## src/rtl/core/nbtm_ram.sv

```systemverilog
// Generic single-write, dual-read RAM with registered read data.
`timescale 1ns / 1ps
module nbtm_ram #(
    parameter int WIDTH = 30,
    parameter int DEPTH = 64
) (
    input  logic                                  clk,
    input  logic                                  we,
    input  logic [(DEPTH > 1 ? $clog2(DEPTH) : 1)-1:0] wa,
    input  logic [WIDTH-1:0]                      wd,
    input  logic [(DEPTH > 1 ? $clog2(DEPTH) : 1)-1:0] ra_a,
    output logic [WIDTH-1:0]                      rd_a,
    input  logic [(DEPTH > 1 ? $clog2(DEPTH) : 1)-1:0] ra_b,
    output logic [WIDTH-1:0]                      rd_b
);

    logic [WIDTH-1:0] mem [DEPTH];

    // One write port, two registered read ports.
    always_ff @(posedge clk)
    begin
        if (we)
        begin
            mem[wa] <= wd;
        end
        rd_a <= mem[ra_a];
        rd_b <= mem[ra_b];
    end

endmodule

```

## config.mk

```make
export PLATFORM = sky130hd
export DESIGN_NAME = nbtm_ram
export DESIGN_NICKNAME = d
export VERILOG_FILES = /design/src/rtl/core/nbtm_ram.sv
export SDC_FILE = /design/constraint.sdc
export NUM_CORES = 2
export LEC_CHECK = 0
export BUFFER_PORTS_ARGS = -buffer_cell sky130_fd_sc_hd__buf_2
export CAP_MARGIN = 15
export CORE_MARGIN = 3
export CORE_UTILIZATION = 32
export DETAILED_ROUTE_END_ITERATION = 6
export PLACE_DENSITY_LB_ADDON = 0.12
export REMOVE_ABC_BUFFERS = 1
export SLEW_MARGIN = 20
export SYNTH_ARGS = -nofsm -noshare
export SYNTH_HDL_FRONTEND = slang
export SYNTH_SLANG_ARGS = --single-unit
```

## constraint.sdc

```tcl
create_clock -name clk -period 5.4 [get_ports clk]
set_input_delay 1.08 -clock clk [delete_from_list [all_inputs] [get_ports clk]]
set_output_delay 1.08 -clock clk [all_outputs]
set_load 0.1 [all_outputs]
```

==> out/qor.txt <==
=====================================================================================================
Run status ............................................................................. finished clean
Type of destination of the critical path ...............................................     register
Synthesized-area fraction occupied by ao, oa, aoi and oai cells ........................       0.0432
Final-layout setup total negative slack ................................................         0 ns
Max transition margin ..................................................................        0.180
Simple-gate share of the synthesized area ..............................................       0.0185
Data arrival time of the critical path .................................................      4.34 ns
Horiz. Die Dim .........................................................................       536 um
Buffer count from post-CTS setup fixing ................................................            0
Worst Hold Endpoint .................................................................... mem[40][9]$_DFFE_PP_
H-Tree Depth ...........................................................................            4
Register clock-pin slew on the reported worst setup and hold paths .....................      0.06 ns
Die area ...............................................................................    0.288 mm2
Die height .............................................................................       536 um
Number of max-capacitance violations reported ..........................................            0
Initial core utilization ...............................................................        0.322
Final Skew .............................................................................    0.0392 ns
Post-layout net count ..................................................................         4856
Total standard cell area after synthesis ...............................................   0.0900 mm2
Synth cell types .......................................................................           53
Sequential cell area ...................................................................   0.0589 mm2
Worst reg-to-reg path cell count .......................................................            5
Clock buffers created by TritonCTS .....................................................          224
Worst hold path stage count ............................................................            1
Vias after detailed routing ............................................................        51500
Top-Level Pins .........................................................................          110
Max Fanout on Critical Path ............................................................           47
Actual slew at the worst max-slew pin ..................................................      1.23 ns
Type of the worst min-delay path .......................................................    in -> reg
Startpoint-to-endpoint class of the critical path ......................................    in -> reg
1st-iter DRT viols .....................................................................         5967
Proportion of synthesized chip area in sequential cells ................................        0.654
Floorplan row count ....................................................................          194
Main combinational cell family by area after synthesis ................................. multiplexers
Clock tree root driver cell ............................................................ sky130_fd_sc_hd__clkbuf_16
Ys async rst share .....................................................................            0
Congestion Overflow GR .................................................................            0
Standby leakage power ..................................................................    0.0329 uW
Antenna violations before repair .......................................................           17
Post-synthesis share of cell area spent on full adders, half adders and majority gates .            0
Average instance area after synthesis ..................................................     19.9 um2
Final max-slew violation count .........................................................            0
Per-cell via count in the routed design ................................................         5.90
Worst reg2reg path endpoint ............................................................ rd_a[20]$_DFF_P_
Final GP Congestion ....................................................................        0.828
Final routed DRC violation total .......................................................            0
Min Hold Slack .........................................................................     0.719 ns
Maximum frequency from static timing analysis ..........................................      276 MHz
Pwr dens ...............................................................................   343 mW/mm2
Fraction of the cycle the final worst path needs .......................................        0.671
XOR/XNOR share of the synthesized area .................................................            0
Reg-to-Reg Start ....................................................................... mem[26][20]$_DFFE_PP_
Cell count after synthesis .............................................................         4518
Launch point of the worst hold path ....................................................        wd[9]
Most common library cell in the layout ignoring fill and taps .......................... sky130_fd_sc_hd__edfxtp_1
Unrepaired setup endpoints after global routing ........................................        false
Total Routed Length ....................................................................    341000 um
Mux share of post-synthesis cell area ..................................................        0.263
Predominant post-synthesis flop cell ................................................... sky130_fd_sc_hd__edfxtp_1
Hold Fails Final Rpt ...................................................................            0
Critical path required time ............................................................      6.11 ns
Area growth from synthesis to final layout .............................................        15.9%
Setup violators final ..................................................................            0
DRT Pass-1 Iters .......................................................................            6
Count of buffers inserted at the top-level ports .......................................          109
Total core area ........................................................................    0.280 mm2
GRT Overall Usage ......................................................................        0.234
Number of global-route vias before repair ..............................................        52800
Combined area of the multi-input logic cells ...........................................   0.0298 mm2
Source-to-sink clock delay at the later pin of the worst-skew pair .....................      0.87 ns
TritonCTS clock tree ...................................................................         done
Count of hold-fix buffers inserted at cts ..............................................            0
Cell Area, Placed ......................................................................   0.0970 mm2
Worst Setup Start Kind .................................................................    input pin
Clk sink count .........................................................................         1980
Half-perimeter wire length after placement .............................................    213000 um
Yosys synthesis warning count ..........................................................            0
Wire length of the first global-routing pass ...........................................    462000 um
Layout fillers .........................................................................        25600
Total power consumption of the routed design ...........................................     35700 uW
Maximum vdd drop .......................................................................   0.000242 V
Number of flops mapped to enable cells by yosys ........................................         1920
Flops & latches, synth .................................................................         1980
Bufs on Longest Clock Path .............................................................            4
Clock period minus final worst setup slack .............................................      3.63 ns
Detailed-route wire length per cell ....................................................      39.1 um
Final instance area ....................................................................    0.104 mm2
Worst setup slack for register-to-register paths .......................................      2.63 ns
Largest net degree at the start of global routing ......................................           71
Number of cells upsized or downsized after cts .........................................            0
Fraction of final layout cells with drive strength greater than 1 ......................        0.360
Commonest non-fill, non-tap cells in the layout ........................................ sky130_fd_sc_hd__edfxtp_1 (1920), sky130_fd_sc_hd__mux4_2 (882), sky130_fd_sc_hd__mux2i_1 (305)
Remaining antenna violation count ......................................................            0
=====================================================================================================
==> Yosys cell counts (7+ instances only) <==
cell type	number	area (um2)
sky130_fd_sc_hd__o21ai_0	63	315
sky130_fd_sc_hd__edfxtp_1	1920	57700
sky130_fd_sc_hd__nand2b_1	14	87.6
sky130_fd_sc_hd__buf_6	23	259
sky130_fd_sc_hd__a22oi_1	36	270
sky130_fd_sc_hd__a211oi_1	67	503
sky130_fd_sc_hd__a21oi_1	88	440
sky130_fd_sc_hd__a221oi_1	29	254
sky130_fd_sc_hd__o221ai_1	17	149
sky130_fd_sc_hd__nand3_1	12	60.1
sky130_fd_sc_hd__or3_1	9	56.3
sky130_fd_sc_hd__a31o_1	9	78.8
sky130_fd_sc_hd__a22o_1	36	315
sky130_fd_sc_hd__buf_4	50	375
sky130_fd_sc_hd__o22a_1	11	96.3
sky130_fd_sc_hd__nand2_1	82	308
sky130_fd_sc_hd__mux2_2	65	732
sky130_fd_sc_hd__nor2b_1	25	156
sky130_fd_sc_hd__nor3_1	28	140
sky130_fd_sc_hd__a221o_1	19	190
sky130_fd_sc_hd__dfxtp_1	60	1200
sky130_fd_sc_hd__buf_1	15	56.3
sky130_fd_sc_hd__a31o_2	8	70.1
sky130_fd_sc_hd__mux2i_1	305	3050
sky130_fd_sc_hd__o22ai_1	110	688
sky130_fd_sc_hd__nor2_1	173	649
sky130_fd_sc_hd__clkbuf_1	131	492
sky130_fd_sc_hd__mux4_2	882	19900
sky130_fd_sc_hd__buf_2	135	676
sky130_fd_sc_hd__a311oi_1	19	166
sky130_fd_sc_hd__a2bb2oi_1	20	175
sky130_fd_sc_hd__a31oi_1	7	43.8
==> flip-flops by register name, summed over array words and instances (netlist names) <==
name  count
rd_b     30
mem    1920
rd_a     30
==> through the flow <==
step           utilization  instances  setup slack (ns)
4_1_cts              0.373       8713              1.76
6_report             0.373       8724              1.77
3_3_place_gp         0.347       8298             0.506
3_5_place_dp         0.347       8303             0.808
5_1_grt              0.373       8720              1.74
2_1_floorplan            -       4162              1.41
==> power breakdown <==
part	internal (uW)	total [uW]	switching, uW
clock network	8810	15200	6390
logic	1130	3390	2250
registers	17000	17100	126
total	27000	35700	8770
==> cells by family (layout without fill, tap and decap cells) <==
family | Yosys count | in the layout
other | 0 | 10
buffers and inverters | 358 | 830
AOI/OAI and AO/OA | 555 | 555
muxes | 1252 | 1252
DFF | 1980 | 1980
and+or+nand+nor | 373 | 373
==> how the worst max path moves through the flow <==
| stage | from | end | slack, ns | cells after the start |
|---|---|---|---|---|
| 2_1_floorplan | ra_a[0] | rd_a[10]$_DFF_P_ | 1.41 | 5 |
| 3_3_place_gp | ra_a[0] | rd_a[14]$_DFF_P_ | 0.51 | 8 |
| 3_5_place_dp | ra_a[0] | rd_a[18]$_DFF_P_ | 0.81 | 9 |
| 4_1_cts | ra_a[0] | rd_a[18]$_DFF_P_ | 1.76 | 9 |
| 5_1_grt | ra_a[0] | rd_a[18]$_DFF_P_ | 1.74 | 9 |
| 6_report | ra_a[0] | rd_a[12]$_DFF_P_ | 1.77 | 7 |
==> final cells by class <==
class | instances | share of cell area
Antenna cell | 10 | 0.000240
Inverter | 2 | 0.000120
Clock inverter | 126 | 0.0113
Multi-Input combinational cell | 2180 | 0.286
Tap cell | 3724 | 0.0447
Timing Repair Buffer | 418 | 0.0359
Clock buffer | 284 | 0.0575
Sequential cell | 1980 | 0.565
==> metal layers <==
| metal | routed length (um) | GRT usage | vias up | share of wire |
|---|---|---|---|---|
| li1 | - | - | 20200 | - |
| met1 | 145000 | 0.325 | 28700 | 0.43 |
| met2 | 162000 | 0.377 | 2103 | 0.48 |
| met3 | 20100 | 0.0319 | 462 | 0.059 |
| met4 | 13500 | 0.0827 | 4 | 0.040 |
| met5 | 27 | 0 | - | 0.000079 |
==> critical path, cell delays in order <==
cell and delay [ns]:
sky130_fd_sc_hd__buf_8 0.55, sky130_fd_sc_hd__buf_4 0.40, sky130_fd_sc_hd__and2_1 0.80, sky130_fd_sc_hd__buf_4 0.35, sky130_fd_sc_hd__a21oi_1 0.12, sky130_fd_sc_hd__a311oi_1 0.77, sky130_fd_sc_hd__a211oi_1 0.12
No activity file was read; power rests on OpenSTA's default activity.
